File: src/tvrl_pkg.sv
// ----------------------------------------------------------------------------
// tvrl_pkg
// Shared types and constants of the twist velocity ramp limiter.
// ----------------------------------------------------------------------------
`timescale 1ns / 1ps
`default_nettype none

package tvrl_pkg;

  localparam int unsigned SPD_W  = 15;  // speed limit register width
  localparam int unsigned ACC_W  = 16;  // accel limit register width
  localparam int unsigned M_W    = 16;  // width of any limit (speed or step)
  localparam int unsigned BIT_W  = 4;   // counts the M_W result bits
  localparam int unsigned DT_W   = 20;
  localparam int unsigned APB_AW = 4;
  localparam int unsigned APB_DW = 32;

  localparam logic [DT_W-1:0] DT_DEFAULT_US = 20'd50000;
  localparam logic [DT_W-1:0] DT_MAX_US     = 20'd1000000;
  localparam logic [DT_W-1:0] DT_MIN_US     = 20'd1000;
  localparam int unsigned     US_PER_S      = 1000000;

  localparam logic [SPD_W-1:0] LIN_SPEED_RST = 15'd819;
  localparam logic [SPD_W-1:0] ANG_SPEED_RST = 15'd2048;
  localparam logic [ACC_W-1:0] LIN_ACCEL_RST = 16'd4096;
  localparam logic [ACC_W-1:0] ANG_ACCEL_RST = 16'd8192;

  localparam logic [1:0] REG_LIN_SPEED = 2'd0;
  localparam logic [1:0] REG_ANG_SPEED = 2'd1;
  localparam logic [1:0] REG_LIN_ACCEL = 2'd2;
  localparam logic [1:0] REG_ANG_ACCEL = 2'd3;

  typedef struct packed {
    logic [SPD_W-1:0] max_linear_speed;
    logic [SPD_W-1:0] max_angular_speed;
    logic [ACC_W-1:0] max_linear_accel;
    logic [ACC_W-1:0] max_angular_accel;
  } cfg_t;

  typedef enum logic [3:0] {
    ST_IDLE, ST_DIV_INIT, ST_DIV, ST_SEL, ST_SQ, ST_ACC, ST_MSQ, ST_CMP,
    ST_TMUL, ST_TSQ, ST_BIT, ST_WR, ST_STORE, ST_DONE
  } state_e;

  typedef enum logic [3:0] {
    OP_NONE, OP_LOAD, OP_RESET_HIST, OP_DIV_INIT, OP_DIV_BIT, OP_SEL, OP_SQ,
    OP_ACC, OP_MSQ, OP_CMP, OP_TMUL, OP_TSQ, OP_BIT, OP_WR, OP_STORE, OP_DONE
  } dp_op_e;

  typedef struct packed {
    dp_op_e           op;
    logic [1:0]       idx;      // vector component
    logic [BIT_W-1:0] bit_idx;  // result bit under trial
    logic             ang;      // 0 linear, 1 angular
    logic             ramp;     // 0 speed clamp, 1 ramp step
  } cmd_t;

  typedef struct packed {
    logic over;      // squared norm above squared limit
    logic ramp_en;   // ramp step applies to this sample
  } sts_t;

endpackage

`default_nettype wire

File: src/tvrl_dp.sv
// ----------------------------------------------------------------------------
// tvrl_dp
// Datapath: shared multiplier, norm accumulator, bit-serial scaler, divider.
// ----------------------------------------------------------------------------
`timescale 1ns / 1ps
`default_nettype none

module tvrl_dp #(
  parameter int unsigned VEL_WIDTH = 16
) (
  input  wire                          clk_i,
  input  wire                          rst_ni,
  input  tvrl_pkg::cmd_t               cmd_i,
  output tvrl_pkg::sts_t               sts_o,
  input  tvrl_pkg::cfg_t               cfg_i,
  input  wire logic signed [VEL_WIDTH-1:0] in_vel_i [6],
  input  wire logic [tvrl_pkg::DT_W-1:0]   in_elapsed_i,
  output logic signed [VEL_WIDTH-1:0]      res_vel_o [6],
  output logic [3:0]                       res_flag_o
);

  localparam int unsigned VW   = VEL_WIDTH;
  localparam int unsigned MW   = tvrl_pkg::M_W;
  localparam int unsigned MA_W = VW + MW;
  localparam int unsigned PR_W = 2 * MA_W;
  localparam int unsigned S_W  = 2 * VW + 2;
  localparam int unsigned Q_W  = S_W + MW;
  localparam int unsigned PC_W = PR_W + 2;

  logic signed [VW-1:0] vel_q [6];
  logic signed [VW-1:0] prev_q [6];
  logic signed [VW:0]   work_q [3];
  logic                 first_q;
  logic                 ramp_en_q;
  logic [tvrl_pkg::DT_W-1:0] dt_q;
  logic [MW-1:0]        m_q;
  logic [MW-1:0]        r_q;
  logic [MW-1:0]        quo_q;
  logic [S_W-1:0]       s_q;
  logic [PR_W-1:0]      prod_q;
  logic                 over_q;
  logic [PC_W-1:0]      p_q;
  logic [Q_W-1:0]       q_q;
  logic [3:0]           flag_q;

  logic [VW-1:0]        mag_sel;
  logic [MA_W-1:0]      mul_a;
  logic [MA_W-1:0]      mul_b;
  logic [PR_W-1:0]      mul_p;
  logic [PR_W-1:0]      dvs;
  logic                 div_ge;
  logic [MW-1:0]        cand;
  logic [PC_W-1:0]      pc;
  logic                 take;
  logic [tvrl_pkg::DT_W-1:0] dt_eff;
  logic signed [VW:0]   sel_v [3];
  logic signed [VW:0]   store_v [3];

  function automatic logic [VW-1:0] mag_f(input logic signed [VW:0] a);
    logic [VW:0] u;
    u = a[VW] ? $unsigned(-a) : $unsigned(a);
    return u[VW-1:0];
  endfunction

  assign mag_sel = mag_f(work_q[cmd_i.idx]);

  always_comb begin
    mul_a = '0;
    mul_b = '0;
    case (cmd_i.op)
      tvrl_pkg::OP_SQ: begin
        mul_a = MA_W'(mag_sel);
        mul_b = MA_W'(mag_sel);
      end
      tvrl_pkg::OP_MSQ: begin
        mul_a = MA_W'(m_q);
        mul_b = MA_W'(m_q);
      end
      tvrl_pkg::OP_TMUL: begin
        mul_a = MA_W'(mag_sel);
        mul_b = MA_W'(m_q);
      end
      tvrl_pkg::OP_TSQ: begin
        mul_a = prod_q[MA_W-1:0];
        mul_b = prod_q[MA_W-1:0];
      end
      tvrl_pkg::OP_DIV_INIT: begin
        mul_a = MA_W'(cmd_i.ang ? cfg_i.max_angular_accel : cfg_i.max_linear_accel);
        mul_b = MA_W'(dt_q);
      end
      default: begin
      end
    endcase
  end

  assign mul_p = mul_a * mul_b;

  // restoring division of accel * dt by one second
  assign dvs    = PR_W'(tvrl_pkg::US_PER_S) << cmd_i.bit_idx;
  assign div_ge = prod_q >= dvs;

  // s * (r + 2^b)^2 = s*r^2 + (s*r) << (b+1) + s << 2b
  assign cand = r_q | (MW'(1) << cmd_i.bit_idx);
  assign pc   = p_q + (PC_W'(q_q) << ({1'b0, cmd_i.bit_idx} + 1'b1))
              + (PC_W'(s_q) << {cmd_i.bit_idx, 1'b0});
  assign take = (cand <= m_q) && (pc <= PC_W'(prod_q));

  assign dt_eff = (first_q || in_elapsed_i > tvrl_pkg::DT_MAX_US) ?
                  tvrl_pkg::DT_DEFAULT_US : in_elapsed_i;

  always_comb begin
    for (int i = 0; i < 3; i++) begin
      if (cmd_i.ang) begin
        sel_v[i]   = {vel_q[i+3][VW-1], vel_q[i+3]};
        store_v[i] = cmd_i.ramp ? ({prev_q[i+3][VW-1], prev_q[i+3]} + work_q[i])
                                : work_q[i];
        if (cmd_i.ramp) begin
          sel_v[i] = sel_v[i] - {prev_q[i+3][VW-1], prev_q[i+3]};
        end
      end else begin
        sel_v[i]   = {vel_q[i][VW-1], vel_q[i]};
        store_v[i] = cmd_i.ramp ? ({prev_q[i][VW-1], prev_q[i]} + work_q[i])
                                : work_q[i];
        if (cmd_i.ramp) begin
          sel_v[i] = sel_v[i] - {prev_q[i][VW-1], prev_q[i]};
        end
      end
    end
  end

  assign sts_o.over    = PR_W'(s_q) > prod_q;
  assign sts_o.ramp_en = ramp_en_q;

  // history
  always_ff @(posedge clk_i or negedge rst_ni) begin
    if (!rst_ni) begin
      first_q <= 1'b1;
      for (int i = 0; i < 6; i++) begin
        prev_q[i] <= '0;
      end
    end else if (cmd_i.op == tvrl_pkg::OP_RESET_HIST) begin
      first_q <= 1'b1;
      for (int i = 0; i < 6; i++) begin
        prev_q[i] <= '0;
      end
    end else if (cmd_i.op == tvrl_pkg::OP_DONE) begin
      first_q <= 1'b0;
      for (int i = 0; i < 6; i++) begin
        prev_q[i] <= vel_q[i];
      end
    end
  end

  always_ff @(posedge clk_i) begin
    case (cmd_i.op)
      tvrl_pkg::OP_LOAD: begin
        for (int i = 0; i < 6; i++) begin
          vel_q[i] <= in_vel_i[i];
        end
        dt_q      <= dt_eff;
        ramp_en_q <= !first_q && (dt_eff > tvrl_pkg::DT_MIN_US);
        flag_q    <= '0;
      end
      tvrl_pkg::OP_DIV_INIT: begin
        prod_q <= mul_p;
        quo_q  <= '0;
      end
      tvrl_pkg::OP_DIV_BIT: begin
        if (div_ge) begin
          prod_q <= prod_q - dvs;
        end
        quo_q[cmd_i.bit_idx] <= div_ge;
      end
      tvrl_pkg::OP_SEL: begin
        for (int i = 0; i < 3; i++) begin
          work_q[i] <= sel_v[i];
        end
        if (cmd_i.ramp) begin
          m_q <= quo_q;
        end else if (cmd_i.ang) begin
          m_q <= MW'(cfg_i.max_angular_speed);
        end else begin
          m_q <= MW'(cfg_i.max_linear_speed);
        end
        s_q <= '0;
      end
      tvrl_pkg::OP_SQ, tvrl_pkg::OP_MSQ, tvrl_pkg::OP_TMUL: begin
        prod_q <= mul_p;
      end
      tvrl_pkg::OP_ACC: begin
        s_q <= s_q + S_W'(prod_q);
      end
      tvrl_pkg::OP_CMP: begin
        over_q <= sts_o.over;
      end
      tvrl_pkg::OP_TSQ: begin
        prod_q <= mul_p;
        p_q    <= '0;
        q_q    <= '0;
        r_q    <= '0;
      end
      tvrl_pkg::OP_BIT: begin
        if (take) begin
          p_q <= pc;
          q_q <= q_q + (Q_W'(s_q) << cmd_i.bit_idx);
          r_q <= cand;
        end
      end
      tvrl_pkg::OP_WR: begin
        if (work_q[cmd_i.idx][VW]) begin
          work_q[cmd_i.idx] <= -$signed({1'b0, r_q});
        end else begin
          work_q[cmd_i.idx] <= $signed({1'b0, r_q});
        end
      end
      tvrl_pkg::OP_STORE: begin
        for (int i = 0; i < 3; i++) begin
          if (cmd_i.ang) begin
            vel_q[i+3] <= store_v[i][VW-1:0];
          end else begin
            vel_q[i] <= store_v[i][VW-1:0];
          end
        end
        flag_q[{cmd_i.ramp, cmd_i.ang}] <= over_q;
      end
      tvrl_pkg::OP_DONE: begin
        for (int i = 0; i < 6; i++) begin
          res_vel_o[i] <= vel_q[i];
        end
        res_flag_o <= flag_q;
      end
      default: begin
      end
    endcase
  end

endmodule

`default_nettype wire

File: config.mk
export PLATFORM = sky130hd
export DESIGN_NAME = tvrl_dp
export DESIGN_NICKNAME = d
export VERILOG_FILES = /design/src/tvrl_pkg.sv /design/src/tvrl_dp.sv
export SDC_FILE = /design/constraint.sdc
export NUM_CORES = 2
export LEC_CHECK = 0
export BUFFER_PORTS_ARGS = -buffer_cell sky130_fd_sc_hd__buf_2
export CORE_MARGIN = 2
export CORE_UTILIZATION = 45
export CTS_BUF_LIST = sky130_fd_sc_hd__clkbuf_8
export CTS_CLUSTER_DIAMETER = 150
export CTS_CLUSTER_SIZE = 14
export DETAILED_ROUTE_END_ITERATION = 10
export PLACE_DENSITY = 0.66
export SETUP_SLACK_MARGIN = 0.4
export SLEW_MARGIN = 20
export SYNTH_ARGS = -nofsm -noshare
export SYNTH_HDL_FRONTEND = slang
export SYNTH_SLANG_ARGS = --single-unit
File: constraint.sdc
create_clock -name clk_i -period 11.47 [get_ports clk_i]
set_input_delay 0.5735 -clock clk_i [delete_from_list [all_inputs] [get_ports clk_i]]
set_output_delay 0.5735 -clock clk_i [all_outputs]
set_load 0.02 [all_outputs]
==> out/metrics.csv <==
stage,metric,value,unit
run_status,status,finished with violations,
run_status,failing checks,DRC,
floorplan,Die Ht,447.2,microns
routing,Post-Route WL,330.2,mm
global_route,pin count of the biggest net entering global routing,94,
global_route,antenna violations before repair,37,
floorplan,Top Ports,294,
global_route,first-pass GRT wire length,486.9,mm
logic_synthesis,"EDFF count, synth",552,
timing,Slew HR,0.2059,
logic_synthesis,largest family of logic cells by synthesized area,adder cells,
timing,Worst-Margin Slew,1.183,ns
cts,CTS Buf Count,52,
placement,RD Place Congestion,1.051,
global_route,Total GRT Usage,0.3267,
job,Max Cap Violations,0,
setup_path,critical-path maximum fanout,11,
floorplan,Core Region,0.1950,sq mm
cts,Root Driver,clkbuf_8,
logic_synthesis,Synth Flop Type,edfxtp_1,
setup_path,startpoint types,flip-flop,
timing,"Slew Viols, Final",0,
logic_synthesis,Adder-Cell Fraction of Synth Area,0.3265,
timing,Worst Clk Skew,0.06876,ns
setup_path,CP arrival,11.24,ns
logic_synthesis,Compound-Gate Fraction of Synth Area,0.1378,
final_layout,NumNets Final,12020,
logic_synthesis,Avg Inst Size Synth,8.893,sq um
routing,Vias/cell,5.955,
logic_synthesis,Synth area leaders,"fa_1 22%, edfxtp_1 19%, ha_1 11%",
global_route,vias in the first global route,76090,
final_layout,Syn-to-layout area delta,7.157,%
pwr,Leak Pwr,44.40,nW
timing,Final Hold Viols,0,
floorplan,effective utilization at floorplan,0.4534,
timing,final setup fails,0,
setup_path,Worst Setup End Kind,flip-flop,
final_layout,fraction of layout cells with a size suffix above 1,0.08880,
cts,worst skew pair latency,0.85,ns
logic_synthesis,Unique masters post-synth,98,
logic_synthesis,sequential area share after synthesis,0.2150,
logic_synthesis,Post-Syn Area,0.08840,sq mm
timing,fmax,93.44,MHz
logic_synthesis,most instantiated cells after synthesis,"1498 x inv_1, 1151 x nand2_1, 975 x fa_1",
logic_synthesis,"count leader, synth",inv_1,
timing,final period utilization,0.9330,
logic_synthesis,post-synthesis cell count,9941,
logic_synthesis,cell taking the most area after synthesis,fa_1,
pwr,worst vdd ir,0.0001071,V
placement,IO Port Bufs,293,
pwr,Power Dens Cells,97.98,mW/mm^2
cts,CTS tree,yes,
logic_synthesis,syn_nets,11860,
setup_path,Crit path top cell by count,fa_1,
routing,DRT Pass-1 Iters,11,
final_layout,Non-Filler Instances,12770,
timing,setup TNS,0,ns
timing,RSZ-0062 raised after global routing,no,
worst_hold_path,Hold Path Class,primary input to flip-flop,
timing,min Tclk post-route,10.70,ns
cts,clock sinks,649,
logic_synthesis,top-area cell type share of the netlist area,0.2208,
global_route,GR Overflow Total,0,
placement,dpl ws,0.1070,ns
floorplan,site row count,162,
logic_synthesis,Post-synth ARST share,0.1495,
cts,Worst-path clk slew,0.11,ns
logic_synthesis,yosys warns,0,
cts,H-tree levels,2,
timing,Final WS setup,0.7683,ns
cts,Max clock buf depth,3,
routing,Post-route DRC,1,
setup_path,worst endpoint required time,12.00,ns
logic_synthesis,XOR/XNOR share of the synthesized area,0.03666,
setup_path,Crit path largest cell delay,0.65,ns
setup_path,CP max stage cell,edfxtp_1,
placement,Placed Cells,12660,
pwr,Final Power,0.009281,W
routing,initial drt markers,8683,
routing,DR WL/cell,25.85,microns
logic_synthesis,mux share of post-synthesis cell area,0.05163,
floorplan,Chip Width,447.2,microns
routing,vias,76060,
routing,final antenna-violating net count,0,
logic_synthesis,Simple-Gate Fraction of Synth Area,0.1481,
logic_synthesis,post-synthesis register bit count,649,
floorplan,die footprint,0.2000,sq mm
setup_path,crit path kind,flip-flop to flip-flop,
placement,DP Wirelength,264.1,mm
placed cells by master, fill, tap and decap left out, drive strengths merged, types with 67 or more instances in the layout:
cell type,instances
nand2b,100
nand4,67
nand3,123
nor2,959
o21ai,548
xor2,127
o21a,74
inv,1531
ha,747
a21o,185
fa,975
nor3,148
and2,146
dfrtp,96
mux2i,177
edfxtp,552
buf,550
nor2b,91
nand2,1153
a21oi,597
xnor2,243
mux4,93
path summary, 6_finish.rpt:
path	start	end	slack, ns	cells after the start
max in group asynchronous	rst_ni	prev_q[43]	9.71	3
hold / removal	in_vel_i[1]	vel_q[5][1]	0.04	3
hold reg to reg	flag_q[2]	res_flag_o[2]	0.47	0
setup reg to reg	work_q[0][8]	prod_q[61]	0.77	34
min in group asynchronous	rst_ni	prev_q[74]	0.42	2
setup / recovery	work_q[0][8]	prod_q[61]	0.77	34
cell type report:
class                   instances  area [sq um]
fillers                     18640        100300
multi-input cells            7333         62200
flip-flops and latches        649         19000
inverters                    1507          5663
repair buffers                561          3682
well taps                    2624          3283
clock buffers                  52         715.7
clock inverters                33         147.6
diodes                         13         32.53
cell families after synthesis:
| logic type | after synthesis |
|---|---|
| flops | 649 |
| buf+inv | 1959 |
| mux | 332 |
| compound gates | 1940 |
| simple gates | 2969 |
| fa+ha+maj | 1722 |
| xor+xnor | 370 |
power breakdown:
| group | switching, W | total [W] | internal (W) |
|---|---|---|---|
| Clock | 0.000923 | 0.00135 | 0.000425 |
| Combinational | 0.00316 | 0.00505 | 0.00188 |
| Sequential | 0.000156 | 0.00288 | 0.00273 |
per-layer routing:
metal	part of all wire	up-vias	wire [microns]	GRT usage
met5	0.00078	-	256	0.005861
met4	0.060	14	19710	0.1624
met3	0.097	758	32060	0.05959
met2	0.44	3916	145400	0.5033
met1	0.40	37900	132800	0.4414
li1	-	33470	-	-
critical path: cells and delay by family, from the launching register on:
family          cells  cell delay, ns
compound gates     10            2.56
xor+xnor            2            0.38
fa+ha+maj           9            4.20
buf+inv             6            0.72
flops               1            0.65
mux                 2            0.69
simple gates        5            1.20
registers in the layout, indices dropped and copies added (netlist names):
name	flops
first_q	1
over_q	1
q_q	50
dt_q	20
ramp_en_q	1
m_q	16
res_vel_o	96
s_q	34
work_q	68
flag_q	4
r_q	16
prod_q	64
res_flag_o	4
quo_q	16
p_q	66
prev_q	96
vel_q	96
through the flow:
| step | area (sq um) | utilization | hold WS, ns |
|---|---|---|---|
| 2_1_floorplan | 88400 | - | 0.2779 |
| 3_5_place_dp | 93670 | 0.4804 | 0.4461 |
| 6_report | 94730 | 0.4858 | 0.04131 |
| 3_3_place_gp | 93670 | 0.4804 | 0.4357 |
| 4_1_cts | 94640 | 0.4854 | 0.0009891 |
| 5_1_grt | 94730 | 0.4858 | 0.02482 |
what timing repair did:
item,in CTS,in global routing
gates resized for setup,0,6
hold endpoints to repair,58,0
buffers inserted,0,2
hold buffers,11,0
setup endpoints to repair,0,17
No activity file was read; power rests on OpenSTA's default activity.
