$ cat config.mk
export PLATFORM = sky130hd
export DESIGN_NAME = tvrl_ctrl
export DESIGN_NICKNAME = d
export VERILOG_FILES = /design/src/tvrl_pkg.sv /design/src/tvrl_ctrl.sv
export SDC_FILE = /design/constraint.sdc
export NUM_CORES = 1
export LEC_CHECK = 0
export BUFFER_PORTS_ARGS = -buffer_cell sky130_fd_sc_hd__buf_2
export CELL_PAD_IN_SITES_DETAIL_PLACEMENT = 1
export CELL_PAD_IN_SITES_GLOBAL_PLACEMENT = 2
export CORE_ASPECT_RATIO = 1.4
export CORE_UTILIZATION = 31
export CTS_CLUSTER_DIAMETER = 40
export DETAILED_ROUTE_END_ITERATION = 12
export PLACE_DENSITY = 0.87
export SLEW_MARGIN = 20
export SYNTH_ARGS = -nofsm -noshare
export SYNTH_HDL_FRONTEND = slang
export SYNTH_SLANG_ARGS = --single-unit
export TNS_END_PERCENT = 10
$ cat constraint.sdc
create_clock -name clk_i -period 1.6 [get_ports clk_i]
set_input_delay 0.32 -clock clk_i [delete_from_list [all_inputs] [get_ports clk_i]]
set_output_delay 0.32 -clock clk_i [all_outputs]
set_load 0.01 [all_outputs]
$ cat src/tvrl_pkg.sv
// ----------------------------------------------------------------------------
// tvrl_pkg
// Shared types and constants of the twist velocity ramp limiter.
// ----------------------------------------------------------------------------
`timescale 1ns / 1ps
`default_nettype none

package tvrl_pkg;

  localparam int unsigned SPD_W  = 15;  // speed limit register width
  localparam int unsigned ACC_W  = 16;  // accel limit register width
  localparam int unsigned M_W    = 16;  // width of any limit (speed or step)
  localparam int unsigned BIT_W  = 4;   // counts the M_W result bits
  localparam int unsigned DT_W   = 20;
  localparam int unsigned APB_AW = 4;
  localparam int unsigned APB_DW = 32;

  localparam logic [DT_W-1:0] DT_DEFAULT_US = 20'd50000;
  localparam logic [DT_W-1:0] DT_MAX_US     = 20'd1000000;
  localparam logic [DT_W-1:0] DT_MIN_US     = 20'd1000;
  localparam int unsigned     US_PER_S      = 1000000;

  localparam logic [SPD_W-1:0] LIN_SPEED_RST = 15'd819;
  localparam logic [SPD_W-1:0] ANG_SPEED_RST = 15'd2048;
  localparam logic [ACC_W-1:0] LIN_ACCEL_RST = 16'd4096;
  localparam logic [ACC_W-1:0] ANG_ACCEL_RST = 16'd8192;

  localparam logic [1:0] REG_LIN_SPEED = 2'd0;
  localparam logic [1:0] REG_ANG_SPEED = 2'd1;
  localparam logic [1:0] REG_LIN_ACCEL = 2'd2;
  localparam logic [1:0] REG_ANG_ACCEL = 2'd3;

  typedef struct packed {
    logic [SPD_W-1:0] max_linear_speed;
    logic [SPD_W-1:0] max_angular_speed;
    logic [ACC_W-1:0] max_linear_accel;
    logic [ACC_W-1:0] max_angular_accel;
  } cfg_t;

  typedef enum logic [3:0] {
    ST_IDLE, ST_DIV_INIT, ST_DIV, ST_SEL, ST_SQ, ST_ACC, ST_MSQ, ST_CMP,
    ST_TMUL, ST_TSQ, ST_BIT, ST_WR, ST_STORE, ST_DONE
  } state_e;

  typedef enum logic [3:0] {
    OP_NONE, OP_LOAD, OP_RESET_HIST, OP_DIV_INIT, OP_DIV_BIT, OP_SEL, OP_SQ,
    OP_ACC, OP_MSQ, OP_CMP, OP_TMUL, OP_TSQ, OP_BIT, OP_WR, OP_STORE, OP_DONE
  } dp_op_e;

  typedef struct packed {
    dp_op_e           op;
    logic [1:0]       idx;      // vector component
    logic [BIT_W-1:0] bit_idx;  // result bit under trial
    logic             ang;      // 0 linear, 1 angular
    logic             ramp;     // 0 speed clamp, 1 ramp step
  } cmd_t;

  typedef struct packed {
    logic over;      // squared norm above squared limit
    logic ramp_en;   // ramp step applies to this sample
  } sts_t;

endpackage

`default_nettype wire

$ cat src/tvrl_ctrl.sv
// ----------------------------------------------------------------------------
// tvrl_ctrl
// Sequencer: steps the datapath through clamp, divide and ramp phases.
// ----------------------------------------------------------------------------
`timescale 1ns / 1ps
`default_nettype none

module tvrl_ctrl (
  input  wire             clk_i,
  input  wire             rst_ni,
  input  wire             in_valid_i,
  input  wire             in_cmd_i,
  output logic            in_ready_o,
  output logic            out_valid_o,
  input  wire             out_ready_i,
  input  tvrl_pkg::sts_t  sts_i,
  output tvrl_pkg::cmd_t  cmd_o
);

  localparam logic [tvrl_pkg::BIT_W-1:0] BIT_TOP = tvrl_pkg::BIT_W'(tvrl_pkg::M_W - 1);

  tvrl_pkg::state_e state_q, state_d;
  logic [1:0]                 idx_q;
  logic [tvrl_pkg::BIT_W-1:0] bit_q;
  logic                       ang_q;
  logic                       ramp_q;
  logic                       out_valid_q;
  logic                       done_go;

  assign done_go = !out_valid_q || out_ready_i;

  always_comb begin
    state_d = state_q;
    case (state_q)
      tvrl_pkg::ST_IDLE: begin
        if (in_valid_i && !in_cmd_i) state_d = tvrl_pkg::ST_SEL;
      end
      tvrl_pkg::ST_DIV_INIT: state_d = tvrl_pkg::ST_DIV;
      tvrl_pkg::ST_DIV: begin
        if (bit_q == '0) state_d = tvrl_pkg::ST_SEL;
      end
      tvrl_pkg::ST_SEL: state_d = tvrl_pkg::ST_SQ;
      tvrl_pkg::ST_SQ:  state_d = tvrl_pkg::ST_ACC;
      tvrl_pkg::ST_ACC: begin
        state_d = (idx_q == 2'd2) ? tvrl_pkg::ST_MSQ : tvrl_pkg::ST_SQ;
      end
      tvrl_pkg::ST_MSQ: state_d = tvrl_pkg::ST_CMP;
      tvrl_pkg::ST_CMP: begin
        state_d = sts_i.over ? tvrl_pkg::ST_TMUL : tvrl_pkg::ST_STORE;
      end
      tvrl_pkg::ST_TMUL: state_d = tvrl_pkg::ST_TSQ;
      tvrl_pkg::ST_TSQ:  state_d = tvrl_pkg::ST_BIT;
      tvrl_pkg::ST_BIT: begin
        if (bit_q == '0) state_d = tvrl_pkg::ST_WR;
      end
      tvrl_pkg::ST_WR: begin
        state_d = (idx_q == 2'd2) ? tvrl_pkg::ST_STORE : tvrl_pkg::ST_TMUL;
      end
      tvrl_pkg::ST_STORE: begin
        if (!ang_q) begin
          state_d = ramp_q ? tvrl_pkg::ST_DIV_INIT : tvrl_pkg::ST_SEL;
        end else if (!ramp_q && sts_i.ramp_en) begin
          state_d = tvrl_pkg::ST_DIV_INIT;
        end else begin
          state_d = tvrl_pkg::ST_DONE;
        end
      end
      tvrl_pkg::ST_DONE: begin
        if (done_go) state_d = tvrl_pkg::ST_IDLE;
      end
      default: state_d = tvrl_pkg::ST_IDLE;
    endcase
  end

  always_comb begin
    cmd_o.op      = tvrl_pkg::OP_NONE;
    cmd_o.idx     = idx_q;
    cmd_o.bit_idx = bit_q;
    cmd_o.ang     = ang_q;
    cmd_o.ramp    = ramp_q;
    in_ready_o    = 1'b0;
    case (state_q)
      tvrl_pkg::ST_IDLE: begin
        in_ready_o = 1'b1;
        if (in_valid_i) begin
          cmd_o.op = in_cmd_i ? tvrl_pkg::OP_RESET_HIST : tvrl_pkg::OP_LOAD;
        end
      end
      tvrl_pkg::ST_DIV_INIT: cmd_o.op = tvrl_pkg::OP_DIV_INIT;
      tvrl_pkg::ST_DIV:      cmd_o.op = tvrl_pkg::OP_DIV_BIT;
      tvrl_pkg::ST_SEL:      cmd_o.op = tvrl_pkg::OP_SEL;
      tvrl_pkg::ST_SQ:       cmd_o.op = tvrl_pkg::OP_SQ;
      tvrl_pkg::ST_ACC:      cmd_o.op = tvrl_pkg::OP_ACC;
      tvrl_pkg::ST_MSQ:      cmd_o.op = tvrl_pkg::OP_MSQ;
      tvrl_pkg::ST_CMP:      cmd_o.op = tvrl_pkg::OP_CMP;
      tvrl_pkg::ST_TMUL:     cmd_o.op = tvrl_pkg::OP_TMUL;
      tvrl_pkg::ST_TSQ:      cmd_o.op = tvrl_pkg::OP_TSQ;
      tvrl_pkg::ST_BIT:      cmd_o.op = tvrl_pkg::OP_BIT;
      tvrl_pkg::ST_WR:       cmd_o.op = tvrl_pkg::OP_WR;
      tvrl_pkg::ST_STORE:    cmd_o.op = tvrl_pkg::OP_STORE;
      tvrl_pkg::ST_DONE: begin
        if (done_go) cmd_o.op = tvrl_pkg::OP_DONE;
      end
      default: begin
      end
    endcase
  end

  assign out_valid_o = out_valid_q;

  always_ff @(posedge clk_i or negedge rst_ni) begin
    if (!rst_ni) begin
      state_q     <= tvrl_pkg::ST_IDLE;
      idx_q       <= '0;
      bit_q       <= '0;
      ang_q       <= 1'b0;
      ramp_q      <= 1'b0;
      out_valid_q <= 1'b0;
    end else begin
      state_q <= state_d;
      if (state_q == tvrl_pkg::ST_DONE && done_go) begin
        out_valid_q <= 1'b1;
      end else if (out_ready_i) begin
        out_valid_q <= 1'b0;
      end
      case (state_q)
        tvrl_pkg::ST_IDLE: begin
          ang_q  <= 1'b0;
          ramp_q <= 1'b0;
        end
        tvrl_pkg::ST_DIV_INIT, tvrl_pkg::ST_TSQ: bit_q <= BIT_TOP;
        tvrl_pkg::ST_DIV, tvrl_pkg::ST_BIT:      bit_q <= bit_q - 1'b1;
        tvrl_pkg::ST_SEL, tvrl_pkg::ST_CMP:      idx_q <= '0;
        tvrl_pkg::ST_ACC, tvrl_pkg::ST_WR:       idx_q <= idx_q + 1'b1;
        tvrl_pkg::ST_STORE: begin
          if (!ang_q) begin
            ang_q <= 1'b1;
          end else if (!ramp_q) begin
            ramp_q <= 1'b1;
            ang_q  <= 1'b0;
          end
        end
        default: begin
        end
      endcase
    end
  end

endmodule

`default_nettype wire

==> flow_metrics.env, run 1 <==
export IMPL_status="complete, but fails checks"
export IMPL_violations="setup timing"
export IMPL_relSlewSlack_pct=77.3
export IMPL_min_period_ps=1680
export IMPL_root_buffer="clkbuf_8"
export IMPL_gr_usage_met2_pct=41.1
export IMPL_synth_nets=124
export IMPL_r2r_start="state_q[0]"
export IMPL_wire_per_inst_um=17.6
export IMPL_reg2regPathDepth=5
export IMPL_htreeDepth=1
export IMPL_end_kind="primary output"
export IMPL_final_max_slew_viol_count=0
export IMPL_grt_pass1_vias=1059
export IMPL_drc=0
export IMPL_syn_avg_cell_area_um2=8.39
export IMPL_crit_required_ps=1280
export IMPL_antenna_cells=0
export IMPL_met1_usage_pct=22.8
export IMPL_initial_utilization_pct=33.2
export IMPL_dr_total_vias=1005
export IMPL_hp_class="primary input to asynchronous set/reset pin"
export IMPL_design_core_area_um2=2910
export IMPL_clock_power_share_pct=47.8
export IMPL_setup_ws_ps=-80.6
export IMPL_hold_violations=0
export IMPL_num_rows=23
export IMPL_syn_area_um2=965
export IMPL_ios=21
export IMPL_vdd_drop_max_uv=415
export IMPL_port_buffers=20
export IMPL_die_w_um=49.1
export IMPL_cts_tree="built"
export IMPL_worst_slew_pin_slew_ps=340
export IMPL_gp_congestion=0.766
export IMPL_dp_slack_ps=36.5
export IMPL_fin_skew_ps=3.56
export IMPL_power_frac_seq_pct=48.8
export IMPL_reg2reg_slack_ps=130
export IMPL_layout_drive_gt1_share_pct=44.2
export IMPL_start_kind="flop"
export IMPL_grt_max_degree=14
export IMPL_p_comb_share_pct=3.4
export IMPL_setup_viol=4
export IMPL_grt_use_met3_pct=2.67
export IMPL_nNetsFinal=157
export IMPL_fin_hold_ws_ps=498
export IMPL_grt_busiest_layer="met2"
export IMPL_die_y_um=68.0
export IMPL_max_cap_viol_count=0
export IMPL_worstSetupPathType="flop to primary output"
export IMPL_worstPathCellList="nor2b_4 -> and3_4 -> and2_4 -> nor3_2 -> buf_2"
export IMPL_worst_path_largest_cell_delay_ps=370
export IMPL_power_density_nw_per_um2=521
export IMPL_yosysWarnings=0
export IMPL_drtIter0Drc=21
export IMPL_numCtsBuffers=3
export IMPL_p_sw_uw=158
export IMPL_yosysUniqueCellTypes=42
export IMPL_path_clk_slew_ps=70
export IMPL_insertion_delay_ps=250
export IMPL_max_freq_ghz=0.595
export IMPL_vias_per_cell=5.46
export IMPL_leakage_uw=0.000574
export IMPL_r2r_end="state_q[1]"
export IMPL_postRouteWirelength_um=3240
export IMPL_antenna_found_initial=0
export IMPL_grt_pass1_wl_um=5260
export IMPL_synth_edf_count=0
export IMPL_p_sw_share_pct=23.5
export IMPL_synth_ff_type="dfrtp_1"
export IMPL_ys_seq_elements=13
export IMPL_cp_max_fo=3
export IMPL_slowest_stage="dfrtp_1"
export IMPL_grt_setup_unrepaired="yes"
export IMPL_seq_area_frac_synth_pct=33.7
export IMPL_track_usage_pct=21.2
export IMPL_worst_setup_path_endpoint="cmd_o[9]"
export IMPL_syn_inst=115
export IMPL_async_reset_ff_share_pct=100
export IMPL_intPower_uw=515
export IMPL_cts_sinks=13
export IMPL_syn2layout_area_growth_pct=33.9
export IMPL_clock_path_buffers=2
export IMPL_worst_ep_arrival_time_ps=1360
export IMPL_overflow=0
export IMPL_finalCritPeriodShare_pct=105
export IMPL_first_pass_iters=4
export IMPL_hpwl_um=2220
export IMPL_antenna_left=0
export IMPL_die_area_um2=3340
export IMPL_crit_start="out_valid_o"
-- registers in the layout (all words and copies together), names as in the netlist --
| signal | cells |
|---|---|
| ang_q | 1 |
| bit_q | 4 |
| idx_q | 2 |
| out_valid_o | 1 |
| ramp_q | 1 |
| state_q | 4 |
-- kinds of logic after synthesis --
kind of cell | after synthesis | share of synthesized area [%]
mux | 1 | 1.04
buf+inv | 18 | 11.7
fa+ha+maj | 2 | 2.59
simple gates | 42 | 24.1
compound gates | 39 | 26.9
flops | 13 | 33.7
-- per-stage QoR --
stage / instances / utilization [%] / power (uW) / cell area, um2 / TNS (ps)
after CTS: 184 / 43.5 / 673 / 1260 / -159
after detailed placement: 175 / 38.7 / 355 / 1130 / 0
after global routing: 184 / 44.4 / 695 / 1290 / -364
after floorplan: 115 / - / 339 / 965 / 0
after global placement: 175 / 38.7 / 355 / 1130 / 0
final: 184 / 44.4 / 673 / 1290 / -137
-- area by class of cell --
type,instances,area (um2)
Clock buffer,4,45.0
Tap cell,37,46.3
Timing Repair Buffer,38,259
Fill cell,362,1620
Inverter,8,30.0
Sequential cell,13,330
Multi-Input combinational cell,84,581
-- cells in the mapped netlist, types with 2 or more instances --
library cell,instances,area [um2]
inv_2,3,11.3
nor2_1,9,33.8
a21oi_1,10,50.1
nand2b_1,4,25.0
buf_4,3,22.5
nor2_2,2,12.5
ha_1,2,25.0
nand2_1,8,30.0
nor3_1,3,15.0
o21ai_0,11,55.1
o22a_1,2,17.5
nor2b_1,3,18.8
nand3_1,2,10.0
buf_2,3,15.0
inv_1,5,18.8
buf_6,4,45.0
a221oi_1,2,17.5
dfrtp_1,13,325
a31oi_1,3,18.8
-- layout by cell type, fill, tap and decap left out, types with 3 or more instances in the layout --
master,netlist,final
nand2_1,8,7
a21oi_1,10,9
nor2_1,9,8
inv_2,3,3
buf_4,3,13
a31oi_1,3,3
buf_6,4,5
o21ai_0,11,7
buf_2,3,19
nor2b_1,3,3
nand2b_1,4,3
clkbuf_8,0,3
inv_1,5,5
dfrtp_2,0,4
o21ai_1,0,3
dfrtp_1,13,9
-- critical path, delay by kind of cell, from the launching register on --
kind | cells | cell delay (ps)
buffers and inverters | 1 | 150
DFF | 1 | 370
and+or+nand+nor | 4 | 590
-- per-layer routing --
layer | vias to the layer above | part of all wire, %
li1 | 480 | -
met5 | - | 0
met4 | 0 | 1.7
met2 | 21 | 54
met1 | 498 | 42
met3 | 6 | 2.8
-- worst min-delay path by stage --
| stage | to | cells past startpoint | start |
|---|---|---|---|
| final | bit_q[0] | 2 | rst_ni |
| after global routing | ang_q | 2 | rst_ni |
| after CTS | state_q[1] | 4 | in_valid_i |
| after detailed placement | ramp_q | 1 | rst_ni |
| after global placement | ramp_q | 1 | rst_ni |
| after floorplan | ang_q | 0 | rst_ni |
-- repair_timing --
| action | 4_1_cts | 5_1_grt |
|---|---|---|
| setup endpoints to repair | 5 | 5 |
| hold buffers | 1 | 0 |
| setup buffers | 4 | 0 |
| pin swaps | 3 | 5 |
| gates resized for setup | 18 | 9 |
| hold endpoints to repair | 13 | 0 |
-- power by group through the flow --
stage,registers (uW),clock network [uW],logic [uW]
global placement,335,0,19.7
finish,329,321,23.0
CTS,329,321,23.3
detailed placement,335,0,20.4
global route,328,340,26.1
floorplan,335,0,4.03
No activity file was read; power rests on OpenSTA's default activity.
==> run 2, diff against run 1 <==
Settings changed: SLEW_MARGIN 20 to unset.
Clock period 1.6 ns to 1.7 ns, I/O delays scaled along.
==> run 2 against run 1 <==
The flow still finishes with violations (setup timing); highest routed layer unchanged; die area unchanged; count of clock-buffer cells in the layout unchanged; total power shrank 5.5%; critical path type unchanged; clock skew rose by 3.9 ps; non-clock buffer count grew 1; utilization decreased by 0.30 points; global-route usage shrank 1.6 points; largest power group unchanged; clock power decreased by 5%.
==> flow_metrics.env, run 2 (same netlist as run 1, synthesis figures left out) <==
export IMPL_wire_per_inst_um=16.7
export IMPL_final_max_slew_viol_count=0
export IMPL_grt_use_met3_pct=1.33
export IMPL_max_freq_ghz=0.570
export IMPL_drtIter0Drc=20
export IMPL_vdd_drop_max_uv=303
export IMPL_die_area_um2=3340
export IMPL_met1_usage_pct=22.2
export IMPL_cts_sinks=13
export IMPL_setup_ws_ps=-53.2
export IMPL_end_kind="primary output"
export IMPL_status="complete, but fails checks"
export IMPL_mostFrequentLayoutCells="buf_2 (20), buf_4 (16), a21oi_1 (10), o21ai_0 (9), dfrtp_1 (9)"
export IMPL_max_cap_viol_count=0
export IMPL_layout_drive_gt1_share_pct=41.9
export IMPL_stdcell_count=185
export IMPL_relSlewSlack_pct=76.5
export IMPL_worst_ep_arrival_time_ps=1410
export IMPL_hold_violations=0
export IMPL_antenna_cells=0
export IMPL_grt_pass1_vias=1026
export IMPL_grt_busiest_layer="met2"
export IMPL_hp_class="primary input to asynchronous set/reset pin"
export IMPL_ios=21
export IMPL_initial_utilization_pct=33.2
export IMPL_design_core_area_um2=2910
export IMPL_worst_path_largest_cell_delay_ps=500
export IMPL_finalCritPeriodShare_pct=103
export IMPL_antenna_left=0
export IMPL_power_density_nw_per_um2=496
export IMPL_grt_max_degree=14
export IMPL_nNetsFinal=158
export IMPL_reg2regPathDepth=5
export IMPL_grt_setup_unrepaired="yes"
export IMPL_violations="setup timing"
export IMPL_num_rows=23
export IMPL_crit_buf_inv=1
export IMPL_overflow=0
export IMPL_drc=0
export IMPL_gr_usage_met2_pct=34.6
export IMPL_htreeDepth=1
export IMPL_gp_congestion=0.776
export IMPL_port_buffers=20
export IMPL_fin_total_pwr_uw=636
export IMPL_dr_total_vias=1013
export IMPL_final_common_cell="buf_2"
export IMPL_cts_tree="built"
export IMPL_postRouteWirelength_um=3100
export IMPL_reg2reg_slack_ps=130
export IMPL_clock_path_buffers=2
export IMPL_min_period_ps=1750
export IMPL_dp_cells=172
export IMPL_slowest_stage="dfrtp_2"
export IMPL_root_buffer="clkbuf_8"
export IMPL_worst_slew_pin_slew_ps=353
export IMPL_fin_skew_ps=7.46
export IMPL_insertion_delay_ps=260
export IMPL_r2r_start="state_q[3]"
export IMPL_leakage_uw=0.000571
export IMPL_vias_per_cell=5.48
export IMPL_numCtsBuffers=3
export IMPL_track_usage_pct=19.5
export IMPL_crit_required_ps=1360
export IMPL_die_y_um=68.0
export IMPL_first_pass_iters=4
export IMPL_path_clk_slew_ps=70
export IMPL_hpwl_um=2120
export IMPL_r2r_end="ang_q"
export IMPL_worstSetupPathType="flop to primary output"
export IMPL_worstPathCellList="and3_4 -> and2_4 -> nor3_4 -> buf_2"
export IMPL_setup_viol=1
export IMPL_cpLargestDelayFamily="flip-flops"
export IMPL_cp_max_fo=10
export IMPL_die_w_um=49.1
export IMPL_start_kind="flop"
export IMPL_top_regs="bit_q: 4 flops, state_q: 4 flops, idx_q: 2 flops"
export IMPL_antenna_found_initial=0
export IMPL_syn2layout_area_growth_pct=32.9
export IMPL_grt_pass1_wl_um=4860
## run 2: worst max-delay path by stage
stage / from / to / slack [ps] / depth (start not counted)
after floorplan: out_valid_o / cmd_o[9] / 150 / 4
after global placement: out_ready_i / cmd_o[9] / 140 / 6
after detailed placement: out_ready_i / cmd_o[9] / 100 / 6
after CTS: out_valid_o / cmd_o[9] / -50 / 5
after global routing: state_q[3] / cmd_o[9] / -100 / 4
final: state_q[3] / cmd_o[9] / -50 / 4
## run 2: layout make-up
| type | instances | area (um2) |
|---|---|---|
| Clock buffer | 4 | 45.0 |
| Multi-Input combinational cell | 84 | 582 |
| Fill cell | 366 | 1620 |
| Sequential cell | 13 | 330 |
| Timing Repair Buffer | 39 | 249 |
| Inverter | 8 | 30.0 |
| Tap cell | 37 | 46.3 |
## run 2: worst reg2reg max path, delay by kind of cell, from the launching register on
family          cells  cell delay [ps]
compound gates      2              230
buf+inv             2              330
flops               1              500
simple gates        1              380
## run 2: layer usage
layer / up-vias / wire length (um)
met1: 508 / 1270
met5: - / 0
met3: 9 / 66
met4: 0 / 96
met2: 19 / 1660
li1: 477 / -
## run 2: timing repair
item                                    CTS  global route
buffers inserted                          5             3
endpoints found under the setup margin    5             4
pin swaps                                 2             1
endpoints found under the hold margin    13             0
resized for setup                        15             4
hold buffers                              1             0
## run 2: power breakdown
part	total [uW]	internal, uW	switching, uW	leakage, uW
clock network	304	167	137	0.0000228
registers	309	309	0	0.000130
logic	22.6	8.98	13.6	0.000418
total	636	485	150	0.000571
## run 2: stage by stage
stage	setup TNS, ps	hold slack (ps)	utilization (%)	setup WS, ps	area, um2
3_3_place_gp	0	257	38.0	137	1100
6_report	-53.2	505	44.1	-53.2	1280
3_5_place_dp	0	269	38.0	101	1100
5_1_grt	-321	518	44.1	-96.7	1280
2_1_floorplan	0	44.4	-	148	965
4_1_cts	-45.1	500	42.5	-45.1	1240
